## src/rtl/gcm_pkg.sv

```systemverilog
// Shared types and constants for the greedy change maker.
`default_nettype none
package gcm_pkg;

	localparam int unsigned AMT_W  = 24;
	localparam int unsigned CNT_W  = 3;
	localparam int unsigned IDX_W  = 3;
	localparam int unsigned STEP_W = 5;

	// configuration register indexes
	localparam logic [IDX_W-1:0] REG_COUNT   = 3'd0;
	localparam logic [IDX_W-1:0] REG_DENOM_0 = 3'd1;

	localparam logic [AMT_W-1:0] DENOM_RESET = 24'd1;
	localparam logic [CNT_W-1:0] COUNT_RESET = 3'd1;
	localparam logic [STEP_W-1:0] DIV_LAST   = 5'(AMT_W - 1);

	typedef struct packed {
		logic load_amount;
		logic next_denom;
		logic start_div;
		logic emit_denom;
		logic emit_final;
	} gcm_cmd_t;

	typedef struct packed {
		logic walk_done;
		logic fits;
		logic div_done;
		logic out_free;
	} gcm_status_t;

endpackage
`default_nettype wire

```

## src/rtl/gcm_if.sv

```systemverilog
// Channel interfaces: amount in, change results out.
`default_nettype none
interface gcm_in_if;
	logic                       valid;
	logic                       ready;
	logic [gcm_pkg::AMT_W-1:0]  change_amount;

	modport source (output valid, output change_amount, input ready);
	modport sink   (input valid, input change_amount, output ready);
endinterface

interface gcm_out_if;
	logic                       valid;
	logic                       ready;
	logic [gcm_pkg::AMT_W-1:0]  denomination_value;
	logic [gcm_pkg::AMT_W-1:0]  piece_count;
	logic                       is_last;
	logic [gcm_pkg::AMT_W-1:0]  leftover_amount;
	logic                       cannot_pay;

	modport source (output valid, output denomination_value, output piece_count,
		output is_last, output leftover_amount, output cannot_pay, input ready);
	modport sink   (input valid, input denomination_value, input piece_count,
		input is_last, input leftover_amount, input cannot_pay, output ready);
endinterface
`default_nettype wire

```

## src/rtl/gcm_dp.sv

```systemverilog
// Datapath: config registers, remainder, restoring divider, output register.
`default_nettype none
module gcm_dp #(
	parameter int unsigned MAX_DENOMS = 7
) (
	input  wire logic                         clk,
	input  wire logic                         arst_n,
	input  wire logic                         cfg_we,
	input  wire logic [gcm_pkg::IDX_W-1:0]    cfg_idx,
	input  wire logic [gcm_pkg::AMT_W-1:0]    cfg_wdata,
	input  wire logic [gcm_pkg::AMT_W-1:0]    amount_in,
	input  wire gcm_pkg::gcm_cmd_t            cmd,
	output gcm_pkg::gcm_status_t              status,
	gcm_out_if.source                         change
);
	localparam logic [gcm_pkg::CNT_W-1:0] MAX_CNT = gcm_pkg::CNT_W'(MAX_DENOMS);

	logic [gcm_pkg::CNT_W-1:0] count_q;
	logic [gcm_pkg::AMT_W-1:0] denom_q [MAX_DENOMS];
	logic [gcm_pkg::AMT_W-1:0] rem_q;
	logic [gcm_pkg::IDX_W-1:0] idx_q;
	logic [gcm_pkg::AMT_W-1:0] part_q;   // partial remainder
	logic [gcm_pkg::AMT_W-1:0] quo_q;    // dividend shifting out, quotient in
	logic [gcm_pkg::STEP_W-1:0] step_q;
	logic                      busy_q;
	logic                      out_valid_q;

	logic [gcm_pkg::CNT_W-1:0] used;
	logic [gcm_pkg::AMT_W-1:0] d_sel;
	logic [gcm_pkg::AMT_W:0]   shifted;
	logic [gcm_pkg::AMT_W:0]   trial;

	always_comb begin
		d_sel = '0;
		for (int k = 0; k < MAX_DENOMS; k++) begin
			if (idx_q == gcm_pkg::IDX_W'(k)) begin
				d_sel = denom_q[k];
			end
		end
	end

	assign used    = (count_q > MAX_CNT) ? MAX_CNT : count_q;
	assign shifted = {part_q, quo_q[gcm_pkg::AMT_W-1]};
	assign trial   = shifted - {1'b0, d_sel};

	assign status.walk_done = (idx_q >= used);
	assign status.fits      = (d_sel != '0) && (rem_q >= d_sel);
	assign status.div_done  = busy_q && (step_q == gcm_pkg::DIV_LAST);
	assign status.out_free  = !out_valid_q || change.ready;

	// configuration
	always_ff @(posedge clk or negedge arst_n) begin
		if (!arst_n) begin
			count_q <= gcm_pkg::COUNT_RESET;
			for (int k = 0; k < MAX_DENOMS; k++) begin
				denom_q[k] <= gcm_pkg::DENOM_RESET;
			end
		end else if (cfg_we) begin
			if (cfg_idx == gcm_pkg::REG_COUNT) begin
				count_q <= cfg_wdata[gcm_pkg::CNT_W-1:0];
			end
			for (int k = 0; k < MAX_DENOMS; k++) begin
				if (cfg_idx == gcm_pkg::REG_DENOM_0 + gcm_pkg::IDX_W'(k)) begin
					denom_q[k] <= cfg_wdata;
				end
			end
		end
	end

	// walk control and divider sequencing
	always_ff @(posedge clk or negedge arst_n) begin
		if (!arst_n) begin
			idx_q       <= '0;
			step_q      <= '0;
			busy_q      <= 1'b0;
			out_valid_q <= 1'b0;
		end else begin
			if (cmd.load_amount) begin
				idx_q <= '0;
			end else if (cmd.next_denom || cmd.emit_denom) begin
				idx_q <= idx_q + 1'b1;
			end
			if (cmd.start_div) begin
				busy_q <= 1'b1;
				step_q <= '0;
			end else if (busy_q) begin
				step_q <= step_q + 1'b1;
				if (step_q == gcm_pkg::DIV_LAST) begin
					busy_q <= 1'b0;
				end
			end
			if (cmd.emit_denom || cmd.emit_final) begin
				out_valid_q <= 1'b1;
			end else if (change.ready) begin
				out_valid_q <= 1'b0;
			end
		end
	end

	// payload
	always_ff @(posedge clk) begin
		if (cmd.load_amount) begin
			rem_q <= amount_in;
		end else if (cmd.emit_denom) begin
			rem_q <= part_q;
		end
		if (cmd.start_div) begin
			part_q <= '0;
			quo_q  <= rem_q;
		end else if (busy_q) begin
			if (!trial[gcm_pkg::AMT_W]) begin
				part_q <= trial[gcm_pkg::AMT_W-1:0];
				quo_q  <= {quo_q[gcm_pkg::AMT_W-2:0], 1'b1};
			end else begin
				part_q <= shifted[gcm_pkg::AMT_W-1:0];
				quo_q  <= {quo_q[gcm_pkg::AMT_W-2:0], 1'b0};
			end
		end
		if (cmd.emit_denom) begin
			change.denomination_value <= d_sel;
			change.piece_count        <= quo_q;
			change.is_last            <= 1'b0;
			change.leftover_amount    <= '0;
			change.cannot_pay         <= 1'b0;
		end else if (cmd.emit_final) begin
			change.denomination_value <= '0;
			change.piece_count        <= '0;
			change.is_last            <= 1'b1;
			change.leftover_amount    <= rem_q;
			change.cannot_pay         <= (rem_q != '0);
		end
	end

	assign change.valid = out_valid_q;

endmodule
`default_nettype wire

```

## src/rtl/gcm_ctrl.sv

```systemverilog
// Controller: walks the denominations and sequences divide and emit.
`default_nettype none
module gcm_ctrl (
	input  wire logic                  clk,
	input  wire logic                  arst_n,
	input  wire logic                  in_valid,
	output logic                       in_ready,
	input  wire gcm_pkg::gcm_status_t  status,
	output gcm_pkg::gcm_cmd_t          cmd
);
	typedef enum logic [2:0] {
		S_IDLE,
		S_CHECK,
		S_DIV,
		S_EMIT,
		S_FINAL
	} state_t;

	state_t state_q;

	assign in_ready = (state_q == S_IDLE);

	always_comb begin
		cmd = '0;
		unique case (state_q)
			S_IDLE:  cmd.load_amount = in_valid;
			S_CHECK: begin
				cmd.start_div  = !status.walk_done && status.fits;
				cmd.next_denom = !status.walk_done && !status.fits;
			end
			S_DIV:   ;
			S_EMIT:  cmd.emit_denom = status.out_free;
			S_FINAL: cmd.emit_final = status.out_free;
			default: ;
		endcase
	end

	always_ff @(posedge clk or negedge arst_n) begin
		if (!arst_n) begin
			state_q <= S_IDLE;
		end else begin
			unique case (state_q)
				S_IDLE:  if (in_valid) state_q <= S_CHECK;
				S_CHECK: begin
					if (status.walk_done) begin
						state_q <= S_FINAL;
					end else if (status.fits) begin
						state_q <= S_DIV;
					end
				end
				S_DIV:   if (status.div_done) state_q <= S_EMIT;
				S_EMIT:  if (status.out_free) state_q <= S_CHECK;
				S_FINAL: if (status.out_free) state_q <= S_IDLE;
				default: state_q <= S_IDLE;
			endcase
		end
	end

endmodule
`default_nettype wire

```

## src/rtl/greedy_change_maker_top.sv

```systemverilog
// Top level of the greedy change maker.
//
//   port     dir    beat contents
//   amount   sink   change_amount
//   change   source denomination_value, piece_count, is_last,
//                   leftover_amount, cannot_pay
//   cfg_*    write  register index, 24-bit data
//
// Each denomination that fits is divided by the 24-step restoring divider;
// a denomination that does not fit is skipped.
// One result register: a new amount is taken while the final beat waits.
// A stalled change port holds the walk in its emit state.
// Reset is asynchronous; config registers return to count 1, values 1.
`default_nettype none
module greedy_change_maker_top #(
	parameter int unsigned MAX_DENOMS = 7
) (
	input  wire logic                       clk,
	input  wire logic                       arst_n,
	input  wire logic                       cfg_we,
	input  wire logic [gcm_pkg::IDX_W-1:0]  cfg_idx,
	input  wire logic [gcm_pkg::AMT_W-1:0]  cfg_wdata,
	gcm_in_if.sink                          amount,
	gcm_out_if.source                       change
);
	gcm_pkg::gcm_cmd_t    cmd;
	gcm_pkg::gcm_status_t status;

	gcm_ctrl u_ctrl (
		.clk      (clk),
		.arst_n   (arst_n),
		.in_valid (amount.valid),
		.in_ready (amount.ready),
		.status   (status),
		.cmd      (cmd)
	);

	gcm_dp #(
		.MAX_DENOMS (MAX_DENOMS)
	) u_dp (
		.clk       (clk),
		.arst_n    (arst_n),
		.cfg_we    (cfg_we),
		.cfg_idx   (cfg_idx),
		.cfg_wdata (cfg_wdata),
		.amount_in (amount.change_amount),
		.cmd       (cmd),
		.status    (status),
		.change    (change)
	);

endmodule
`default_nettype wire

```

## src/flat_wrapper.sv

```systemverilog
// flat-port wrapper written by rule: the top's interface ports become plain ports
module greedy_change_maker_top_flat 
#(
	parameter int unsigned MAX_DENOMS = 7
)
  (clk, arst_n, cfg_we, cfg_idx, cfg_wdata, amount_valid, amount_change_amount, amount_ready, change_valid, change_denomination_value, change_piece_count, change_is_last, change_leftover_amount, change_cannot_pay, change_ready);
  gcm_in_if amount_i ();
  gcm_out_if change_i ();
  input  wire logic clk;
  input  wire logic arst_n;
  input  wire logic cfg_we;
  input  wire logic [gcm_pkg::IDX_W-1:0] cfg_idx;
  input  wire logic [gcm_pkg::AMT_W-1:0] cfg_wdata;
  input wire logic [$bits(amount_i.valid)-1:0] amount_valid;
  input wire logic [$bits(amount_i.change_amount)-1:0] amount_change_amount;
  output wire logic [$bits(amount_i.ready)-1:0] amount_ready;
  output wire logic [$bits(change_i.valid)-1:0] change_valid;
  output wire logic [$bits(change_i.denomination_value)-1:0] change_denomination_value;
  output wire logic [$bits(change_i.piece_count)-1:0] change_piece_count;
  output wire logic [$bits(change_i.is_last)-1:0] change_is_last;
  output wire logic [$bits(change_i.leftover_amount)-1:0] change_leftover_amount;
  output wire logic [$bits(change_i.cannot_pay)-1:0] change_cannot_pay;
  input wire logic [$bits(change_i.ready)-1:0] change_ready;
  assign amount_i.valid = amount_valid;
  assign amount_i.change_amount = amount_change_amount;
  assign amount_ready = amount_i.ready;
  assign change_valid = change_i.valid;
  assign change_denomination_value = change_i.denomination_value;
  assign change_piece_count = change_i.piece_count;
  assign change_is_last = change_i.is_last;
  assign change_leftover_amount = change_i.leftover_amount;
  assign change_cannot_pay = change_i.cannot_pay;
  assign change_i.ready = change_ready;
  greedy_change_maker_top #(.MAX_DENOMS(MAX_DENOMS)) u_core (.clk(clk), .arst_n(arst_n), .cfg_we(cfg_we), .cfg_idx(cfg_idx), .cfg_wdata(cfg_wdata), .amount(amount_i), .change(change_i));
endmodule
```

## config.mk

```make
export PLATFORM = sky130hd
export DESIGN_NAME = greedy_change_maker_top_flat
export DESIGN_NICKNAME = d
export VERILOG_FILES = /design/src/rtl/gcm_pkg.sv /design/src/rtl/gcm_if.sv /design/src/rtl/gcm_dp.sv /design/src/rtl/gcm_ctrl.sv /design/src/rtl/greedy_change_maker_top.sv /design/src/flat_wrapper.sv
export SDC_FILE = /design/constraint.sdc
export NUM_CORES = 1
export LEC_CHECK = 0
export BUFFER_PORTS_ARGS = -buffer_cell sky130_fd_sc_hd__buf_2
export CORE_UTILIZATION = 60
export DETAILED_ROUTE_END_ITERATION = 12
export PLACE_DENSITY = 0.82
export SETUP_SLACK_MARGIN = 0.15
export SYNTH_ARGS = -nofsm -noshare
export SYNTH_HDL_FRONTEND = slang
export SYNTH_SLANG_ARGS = --single-unit
```

## constraint.sdc

```tcl
create_clock -name clk -period 5.5 [get_ports clk]
set_input_delay 1.1 -clock clk [delete_from_list [all_inputs] [get_ports clk]]
set_output_delay 1.1 -clock clk [all_outputs]
set_load 0.02 [all_outputs]
```

Word-level counts from Yosys, hierarchy flattened --
Cells that the tools add are included.
Cells by class: add/sub/neg operators 3, magnitude comparators 3, eq/ne operators 23, multiplexer cells 37, reduce and logical (&&, ||, !) cells 29
Operator list (count):
- 24-bit 2-to-1 mux | 15
- 24-bit nonzero test | 2
- 3-bit 2-to-1 mux | 9
- 25-bit by 24-bit subtractor with 25-bit output | 1
- 3-bit == test (second input constant) | 8
- 24-bit >= comparator | 1
- 3-bit by 2-bit == test with 1-bit output (second input constant) | 6
- 2-bit AND reduction | 8
- 3-bit case mux with 5 select lines | 1
- 5-bit 2-to-1 mux | 2
- 2-bit nonzero test | 5
- 3-bit by 1-bit == test with 1-bit output (second input constant) | 3
- 3-bit zero test | 3
- 1-bit 2-to-1 mux | 9
- 2-bit != test (second input constant) | 3
- 5-bit by 1-bit adder with 5-bit output (second input constant) | 1
- 5-bit == test (second input constant) | 1
- 5-bit AND reduction | 1
- 1-bit logical AND | 4
- 3-bit by 1-bit adder with 3-bit output (second input constant) | 1
- 3-bit >= comparator | 1
- 3-bit greater-than comparator (second input constant) | 1
- 1-bit zero test | 3
- 1-bit logical OR | 3
- 3 further kinds | 3
Storage, ports and cells: bits in registers 330, input bits 56, output and inout port bits 76, logic and storage cells 116

Logic depth before layout (Yosys ltp) --
Gate-level depths: netlist of the first run.
depth after elaboration 16, gate-level depth with buffers 24

Hierarchy --
From an unflattened synthesis of the first run, not the netlist that was laid out.
Unflattened totals: cell total of the unflattened synthesis 1485, area total of the unflattened synthesis 16674.7 µm²
Modules (own cells, without submodules):
- gcm_dp | times used 1, cells an instance 1460, area each 16452.0 µm², seq. area each 8423.1 µm²
- gcm_ctrl | times used 1, cells an instance 25, area each 222.7 µm², seq. area each 75.1 µm²

Worst setup path before layout of the first run --
Ideal clock, no wire load.
path type register to register, start point register u_core.u_dp.idx_q[2] (netlist name), end point register u_core.u_dp.quo_q[0] (netlist name) (data pin), arrival time 4.241 ns, slack 0.999 ns, cell stages (with the launch flop) 24, clock period less this slack 4.501 ns, cell sequence dfrtp_1 -> buf_2 -> inv_1 -> buf_2 -> ha_1 -> buf_4 -> buf_4 -> buf_2 -> a21oi_1 -> a221o_1 -> nand2_1 -> inv_1 -> ha_1 -> fa_1 -> nor2b_1 -> o2111ai_1 -> and2_1 -> a21oi_1 -> o2111ai_2 -> a21boi_1 -> o211ai_2 -> clkbuf_1 -> nand3_1 -> o21ai_0
On the way: cells in the longest elaborated chain, start to end 13
RTL lines:
- start, declared | line gcm_dp.sv:21 | logic [gcm_pkg::IDX_W-1:0] idx_q;
- start signal, assigned | line gcm_dp.sv:81 | idx_q <= idx_q + 1'b1;
- 3-bit zero test | line gcm_dp.sv:36 | if (idx_q == gcm_pkg::IDX_W'(k)) begin
- 24-bit 2-to-1 mux (6 in a row) | line gcm_dp.sv:36
- 24-bit 2-to-1 mux * | line gcm_dp.sv:36
- via u_core.u_dp.d_sel, one bit | line gcm_dp.sv:29 | logic [gcm_pkg::AMT_W-1:0] d_sel;
- branches (longest 4 deep; another with 25-bit by 24-bit subtractor with 25-bit output)
- 24-bit 2-to-1 mux * | line gcm_dp.sv:107 | if (cmd.start_div) begin
- end signal, assigned | line gcm_dp.sv:109 | quo_q <= rem_q;
- end signal, assigned | line gcm_dp.sv:113 | quo_q <= {quo_q[gcm_pkg::AMT_W-2:0], 1'b1};
- end signal, assigned | line gcm_dp.sv:116 | quo_q <= {quo_q[gcm_pkg::AMT_W-2:0], 1'b0};
- end, declared | line gcm_dp.sv:23 | logic [gcm_pkg::AMT_W-1:0] quo_q;
Mark *: on every way through the listed nets, which the timed path passes. The select of a mux whose other input is x is not followed. A chain may end at the register's enable or synchronous reset.

Final worst setup path of the first run --
start point register u_core.u_dp.idx_q[0] (netlist name), end point register u_core.u_dp.quo_q[23] (netlist name) (data pin)
On the way: cells in the longest elaborated chain, start to end 13
RTL lines:
- 3-bit zero test | line gcm_dp.sv:36
- 24-bit 2-to-1 mux (7 in a row) | line gcm_dp.sv:36
- 24-bit >= comparator / 24-bit nonzero test (equally long branches) | line gcm_dp.sv:47 | assign status.fits = (d_sel != '0) && (rem_q >= d_sel);
- 1-bit logical AND | line gcm_dp.sv:47
- 1-bit logical AND * | line gcm_ctrl.sv:28 | cmd.start_div = !status.walk_done && status.fits;
- 2-bit 2-to-1 mux * | line gcm_ctrl.sv:25 | unique case (state_q)
- 24-bit 2-to-1 mux * | line gcm_dp.sv:107
Mark *: on every way between the ends. The rest lies on a longest branch, timed or not.

==> metrics.yaml, run 1 <==
outcome:
  outcome: "complete, no violations"
cts:
  clk_pin_slew_ps: 60
  cts_tree: "built"
  cts.sinks: 330
  cts_root_buf: "clkbuf_16"
  htree_num_levels: 2
  postCtsSetupBuffers: 0
  cts_hold_buf: 0
  cts_made_buffers: 35
  insertion_delay_ps: 520
  max-clock-path-buffers: 3
floorplan:
  core_area_um2: 27180
  die_w_um: 169.3
  start_util_pct: 61.78
  die_h_um: 169.3
  die-area_um2: 28650
  row_count: 60
  io_pins: 132
sta:
  finalSetupTns_ps: 0
  holdWs_ps: 450.2
  fmax_mhz: 196.4
  rsz0062_at_grt: "no"
  slew_viol_final: 0
  clock_skew_ps: 18.64
  finalCritPeriodShare_pct: 92.56
  hold_violations: 0
  setup_viol: 0
  slew_headroom_pct: 31.31
  period_minus_slack_ps: 5091
  tightest_slew_ps: 1028
route:
  drtIter0Drc: 1142
  routedWlPerCell_um: 21.33
  ant_nets: 0
  vias: 12594
  first_pass_iters: 5
  vias_per_cell: 6.232
  drcViolationCount: 0
  wl_um: 43100
yosys:
  synth_area_um2: 16790
  synth.area.top_cells: "dfrtp_1, edfxtp_1, mux2_2"
  synth_top_area_share_pct: 26.23
  synth_nets: 1605
  avgSynthCellArea_um2: 11.26
  ys_warn_count: 0
  yosysTopAreaCell: "dfrtp_1"
  synthCells: 1491
  synth_flop_cell: "dfrtp_1"
  ys_seq_area_share_pct: 50.62
  synth_edf_count: 96
  ys_ff_latch: 330
  synth_async_sr_flop_share_pct: 55.76
  yosysUniqueCellTypes: 82
power:
  p_sw_share_pct: 25.35
  p_sw_w: 0.001638
  p_int_w: 0.004823
  pwr-share-clk_pct: 38.9
  seqPwrFrac_pct: 45.6
  comb_power_share_pct: 15.5
  powerDensity_nw_per_um2: 337.3
  power_w: 0.006461
  leakage_nw: 7.802
  peakVddDrop_v: 0.0002706
place:
  dp_cells: 1956
  place.gp.congestion: 1.011
  port_buffers: 131
  place_hpwl_um: 29550
final_layout:
  fin_nets: 1735
  area_delta_synth_final_pct: 14.08
  finalNonFillerCells: 2021
  drive_above_1_share_pct: 30.34
  nFillCells: 1966
worst_setup_path:
  cp.arrival_ps: 5350
  crit_path_end_kind: "flop"
  worst-path-max-fanout: 34
  setup.worst_path.start_class: "flop"
  cp.required_ps: 5760
  critical_path_class: "reg -> reg"
global_routing:
  grt_pass1_vias: 12416
  grtUsageTotal_pct: 30.27
  grt_pass1_wl_um: 67300
  antenna_found_initial: 1
  grt_max_degree: 103
  overflow: 0
hold_path:
  hold_path.class: "reg -> reg"
run:
  maxCapViolations: 0
-- layout make-up --
class	instances	area (µm²)	area share, %
Antenna cell	1	2.502	0.01307
Multi-Input combinational cell	1035	7732	40.37
Sequential cell	330	8498	44.37
Tap cell	372	465.4	2.430
Inverter	33	123.9	0.6468
Clock buffer	47	972.2	5.076
Timing Repair Buffer	186	1100	5.742
Clock inverter	17	257.7	1.346
-- final timing paths --
check	from	endpoint	slack, ps	depth (start not counted)
setup / recovery	u_core.u_dp.idx_q[0]	u_core.u_dp.quo_q[23]	410	17
hold / removal	u_core.u_dp.change.leftover_amount[22]	u_core.u_dp.change.leftover_amount[22]	450	2
setup reg to reg	u_core.u_dp.idx_q[0]	u_core.u_dp.quo_q[23]	410	17
hold reg to reg	u_core.u_dp.change.leftover_amount[22]	u_core.u_dp.change.leftover_amount[22]	450	2
max in group asynchronous	arst_n	u_core.u_dp.denom_q[90]	3890	2
min in group asynchronous	arst_n	u_core.u_dp.denom_q[25]	640	1
-- Yosys cell counts (10+ instances only) --
master and count:
xnor2_1 15, buf_6 11, nor2_1 68, mux2_2 192, a21oi_1 75, ha_1 57
dfxtp_1 50, nor2b_1 24, o21ai_1 23, and2_1 29, a221oi_1 16, nor3_1 14
mux2_4 21, a21o_1 12, nand3b_1 16, o21ai_0 75, inv_1 32, buf_2 25
clkbuf_1 51, a31oi_1 24, dfrtp_1 176, nand2_1 152, nand4_1 14, a32oi_1 10
nand3_1 28, nand2b_1 20, edfxtp_1 96
-- through the flow --
| step | cell area [µm²] | worst slack, ps | util (%) |
|---|---|---|---|
| floorplan | 16790 | 998.8 | - |
| global placement | 17900 | 415.8 | 65.85 |
| detailed placement | 17900 | 262.5 | 65.85 |
| CTS | 19130 | 235.4 | 70.38 |
| global route | 19150 | 206.0 | 70.47 |
| finish | 19150 | 409.4 | 70.47 |
-- state kept, by name (all words and copies together) (netlist names) --
| register | cells |
|---|---|
| u_core.u_dp.busy_q | 1 |
| u_core.u_dp.change.is_last | 1 |
| u_core.u_dp.change.cannot_pay | 1 |
| u_core.u_dp.change.valid | 1 |
| u_core.u_dp.quo_q | 24 |
| u_core.u_dp.denom_q | 168 |
| u_core.u_dp.part_q | 24 |
| u_core.u_dp.change.leftover_amount | 24 |
| u_core.u_dp.count_q | 3 |
| u_core.u_dp.change.denomination_value | 24 |
| u_core.u_ctrl.state_q | 3 |
| u_core.u_dp.rem_q | 24 |
| u_core.u_dp.step_q | 5 |
| u_core.u_dp.idx_q | 3 |
| u_core.u_dp.change.piece_count | 24 |
-- timing repair --
| item | CTS | global route |
|---|---|---|
| endpoints found under the setup margin | 0 | 72 |
| gates resized for setup | 0 | 5 |
| endpoints found under the hold margin | 0 | 0 |
-- power by group through the flow --
stage | sequential, W | clock [W] | combinational (W)
floorplan | 0.00294 | 0 | 0.000674
global placement | 0.00297 | 0 | 0.000949
detailed placement | 0.00299 | 0 | 0.000984
CTS | 0.00294 | 0.00254 | 0.000992
global route | 0.00297 | 0.00263 | 0.00108
finish | 0.00295 | 0.00251 | 0.00100
-- routing by layer --
| metal | global-route usage, % | share of wire (%) | up-vias |
|---|---|---|---|
| li1 | - | - | 5727 |
| met1 | 38.96 | 41 | 6210 |
| met2 | 50.89 | 48 | 534 |
| met3 | 4.035 | 6.2 | 123 |
| met4 | 14.22 | 4.8 | 0 |
| met5 | 0 | 0 | - |
-- critical path, stage by stage (launching register included) --
cell and delay [ps]:
dfrtp_1 440, inv_1 120, ha_2 340, buf_4 250
o21ai_2 150, buf_4 170, nand2_1 60, a32oi_1 280
a21boi_0 680, ha_1 370, and4_1 210, a221oi_1 310
o22ai_1 130, o221ai_1 200, a31oi_2 130, nand2b_2 160
buf_4 450, mux2_2 390
-- cell usage in the layout, fill, tap and decap left out, types with 53 or more instances in the layout --
master      n
mux2_2    192
buf_2     130
dfrtp_1   176
nand2_1   151
a21oi_1    75
edfxtp_1   96
buf_4      53
ha_1       54
nor2_1     66
o21ai_0    75
-- logic make-up after synthesis --
group / Yosys count / synth area share [%]
flip-flops: 330 / 50.62
multiplexers: 214 / 14.82
AND/OR/NAND/NOR: 419 / 12.69
XOR/XNOR: 22 / 1.148
buffers and inverters: 126 / 3.719
adder cells (fa/ha/maj): 58 / 4.367
AO/OA/AOI/OAI: 322 / 12.64
Note: power is estimated with default switching activity, not from simulation.
==> run 2: changes to the inputs <==
- CORE_ASPECT_RATIO: not set -> 0.7
- CORE_MARGIN: not set -> 2
- CTS_BUF_LIST: not set -> sky130_fd_sc_hd__clkbuf_4 sky130_fd_sc_hd__clkbuf_8
==> run 2 against run 1 <==
Against the previous run: clock skew hardly changed; cell count is 0.94% higher; routed wire length is 6.0% higher; critical endpoint is now u_core.u_dp.part_q[14]; highest routed layer is now met5.
==> metrics.yaml, run 2 (synthesis gave the netlist of run 1 again) <==
sta:
  finalCritPeriodShare_pct: 91.96  # -0.60 points
  rsz0062_at_grt: "no"
  slew_headroom_pct: 20.80  # -11 points
  clock_skew_ps: 18.52  # -0.1176 ps
  period_minus_slack_ps: 5058  # -32.78 ps
  tightest_slew_ps: 1185  # +156.8 ps
  finalSetupTns_ps: 0  # unchanged
  slew_viol_final: 0  # unchanged
  hold_violations: 0  # unchanged
  setup_viol: 0  # unchanged
  fmax_mhz: 197.7  # +0.65%
worst_setup_path:
  rr_worst_depth: 17  # unchanged
  critical_path_class: "reg -> reg"
  path_buf_inv: 2  # -2
  worst-path-max-fanout: 27  # -21%
  cp_slowest_cell: "o211ai_4"
  crit_family: "compound AO/OA/AOI/OAI gates"
  cp_cell_sequence: "inv_1 > ha_2 > buf_4 > nor4bb_1 > o31ai_1 > a32oi_1 > a21boi_0 > ha_1 > a21o_1 > a31oi_1 > and2_1 > a21oi_1 > o2111ai_2 > a21boi_2 > o211ai_4 > a21oi_1 > o32ai_2"
  r2r-end: "u_core.u_dp.part_q[14]"
  critPathCapture: "u_core.u_dp.part_q[14]"
  crit_path_end_kind: "flop"
  startpoint: "u_core.u_dp.idx_q[1]"
  setup.worst_path.start_class: "flop"
  critPathMaxStageDelay_ps: 630  # -50 ps
  ff2ff_setup_slack_ps: 440  # +30 ps
  crit_cells: 17  # unchanged
  reg2reg_from: "u_core.u_dp.idx_q[1]"
  cp.arrival_ps: 5560  # +210 ps
  cp.required_ps: 6000  # +240 ps
  cpMostUsedCell: "a21oi_1"
place:
  port_buffers: 131  # unchanged
  place_hpwl_um: 31020  # +5.0%
  place.gp.congestion: 0.9805  # -3.0%
  dpl_cell_area_um2: 17860  # -0.22%
global_routing:
  grt_max_degree: 105  # +1.9%
  grtUsageTotal_pct: 31.38  # +1.1 points
  grt_pass1_vias: 12159  # -2.1%
  antenna_found_initial: 1  # unchanged
  overflow: 0  # unchanged
  grt_pass1_wl_um: 70290  # +4.4%
cts:
  max-clock-path-buffers: 3  # unchanged
  cts_tree: "built"
  clk_pin_slew_ps: 70  # about the same
  htree_num_levels: 2  # unchanged
  insertion_delay_ps: 600  # +80 ps
  cts.sinks: 330  # unchanged
  cts_made_buffers: 49  # +40%
  cts_root_buf: "clkbuf_8"
  postCtsSetupBuffers: 0  # unchanged
final_layout:
  antenna_cells: 0  # -1
  largest_reg_flops: 168  # unchanged
  nFillCells: 1982  # +0.81%
  mostFrequentLayoutCells: "mux2_2, dfrtp_1, nand2_1, buf_2, edfxtp_1"
  area_delta_synth_final_pct: 12.76
  drive_above_1_share_pct: 31.40  # +1.1 points
  largest_register: "u_core.u_dp.denom_q"
  multi_input_area_um2: 7734  # about the same
  fin_nets: 1743  # +0.46%
  postLayoutCellArea_um2: 18930  # -1.2%
  seq_area_um2: 8498  # unchanged
  final_common_cell: "mux2_2"
route:
  drtIter0Drc: 1315  # +15%
  vias: 12870  # +2.2%
  routedWlPerCell_um: 22.40  # +5.0%
  first_pass_iters: 5  # unchanged
  wl_um: 45690  # +6.0%
  drcViolationCount: 0  # unchanged
  ant_nets: 0  # unchanged
  vias_per_cell: 6.309  # +1.2%
floorplan:
  die_h_um: 144.0  # -15%
  io_pins: 132  # unchanged
  die_w_um: 203.9  # +20%
  core_area_um2: 27630  # +1.7%
  start_util_pct: 60.76  # -1.0 points
  row_count: 51  # -15%
  die-area_um2: 29360  # +2.4%
power:
  powerDensity_nw_per_um2: 321.6  # -4.7%
  leakage_nw: 7.764  # -0.49%
  peakVddDrop_v: 0.0002143  # -21%
hold_path:
  hold_path.class: "reg -> reg"
outcome:
  outcome: "complete, no violations"
run:
  maxCapViolations: 0  # unchanged
==> run 2: cell type report <==
type	instances	share of cell area, %
sequential	330	44.89
multi-input combinational	1035	40.85
timing repair buffer	180	5.638
clock buffer	74	4.785
tap	371	2.452
clock inverter	17	0.7270
inverter	33	0.6543
==> run 2: worst min-delay path by stage <==
stage	slack [ps]	endpoint	depth (start not counted)	startpoint
after global placement	440	u_core.u_dp.change.leftover_amount[0]	2	u_core.u_dp.change.leftover_amount[0]
after detailed placement	450	u_core.u_dp.change.leftover_amount[10]	2	u_core.u_dp.change.leftover_amount[10]
after floorplan	470	u_core.u_dp.denom_q[101]	1	u_core.u_dp.denom_q[101]
final	450	u_core.u_dp.change.leftover_amount[13]	2	u_core.u_dp.change.leftover_amount[13]
after global routing	480	u_core.u_dp.change.leftover_amount[13]	2	u_core.u_dp.change.leftover_amount[13]
after CTS	460	u_core.u_dp.change.leftover_amount[10]	2	u_core.u_dp.change.leftover_amount[10]
==> run 2: stage by stage <==
stage	setup slack [ps]	cells	total power [W]	util (%)	hold WS, ps
finish	442.2	2040	0.006088	68.51	453.5
global route	165.3	2040	0.006320	68.51	480.6
CTS	348.7	2040	0.006076	68.41	456.2
detailed placement	392.3	1949	0.003973	64.63	447.0
global placement	498.6	1949	0.003933	64.63	439.3
floorplan	998.8	1491	0.003609	-	470.1
==> run 2: power breakdown <==
group	internal (W)	switching [W]	total, W
logic	0.000488	0.000511	0.000999
clock network	0.00115	0.000974	0.00213
registers	0.00280	0.000166	0.00296
==> run 2: tightest hold or removal path, delay by kind of cell, from the launching register on <==
family           cells  cell delay, ps
flip-flops           1             310
AND/OR/NAND/NOR      1              50
AO/OA/AOI/OAI        1              50
==> run 2: what timing repair did <==
item | CTS | global route
hold buffers | 0 | 0
setup endpoints to repair | 0 | 25
gates resized for setup | 0 | 5
==> run 2: routing by layer <==
layer / up-vias / wire length [µm] / global-route usage, %
li1: 5749 / - / -
met1: 6290 / 20710 / 48.04
met2: 720 / 18810 / 43.18
met3: 109 / 4815 / 7.800
met4: 2 / 1347 / 10.53
met5: - / 11 / 0
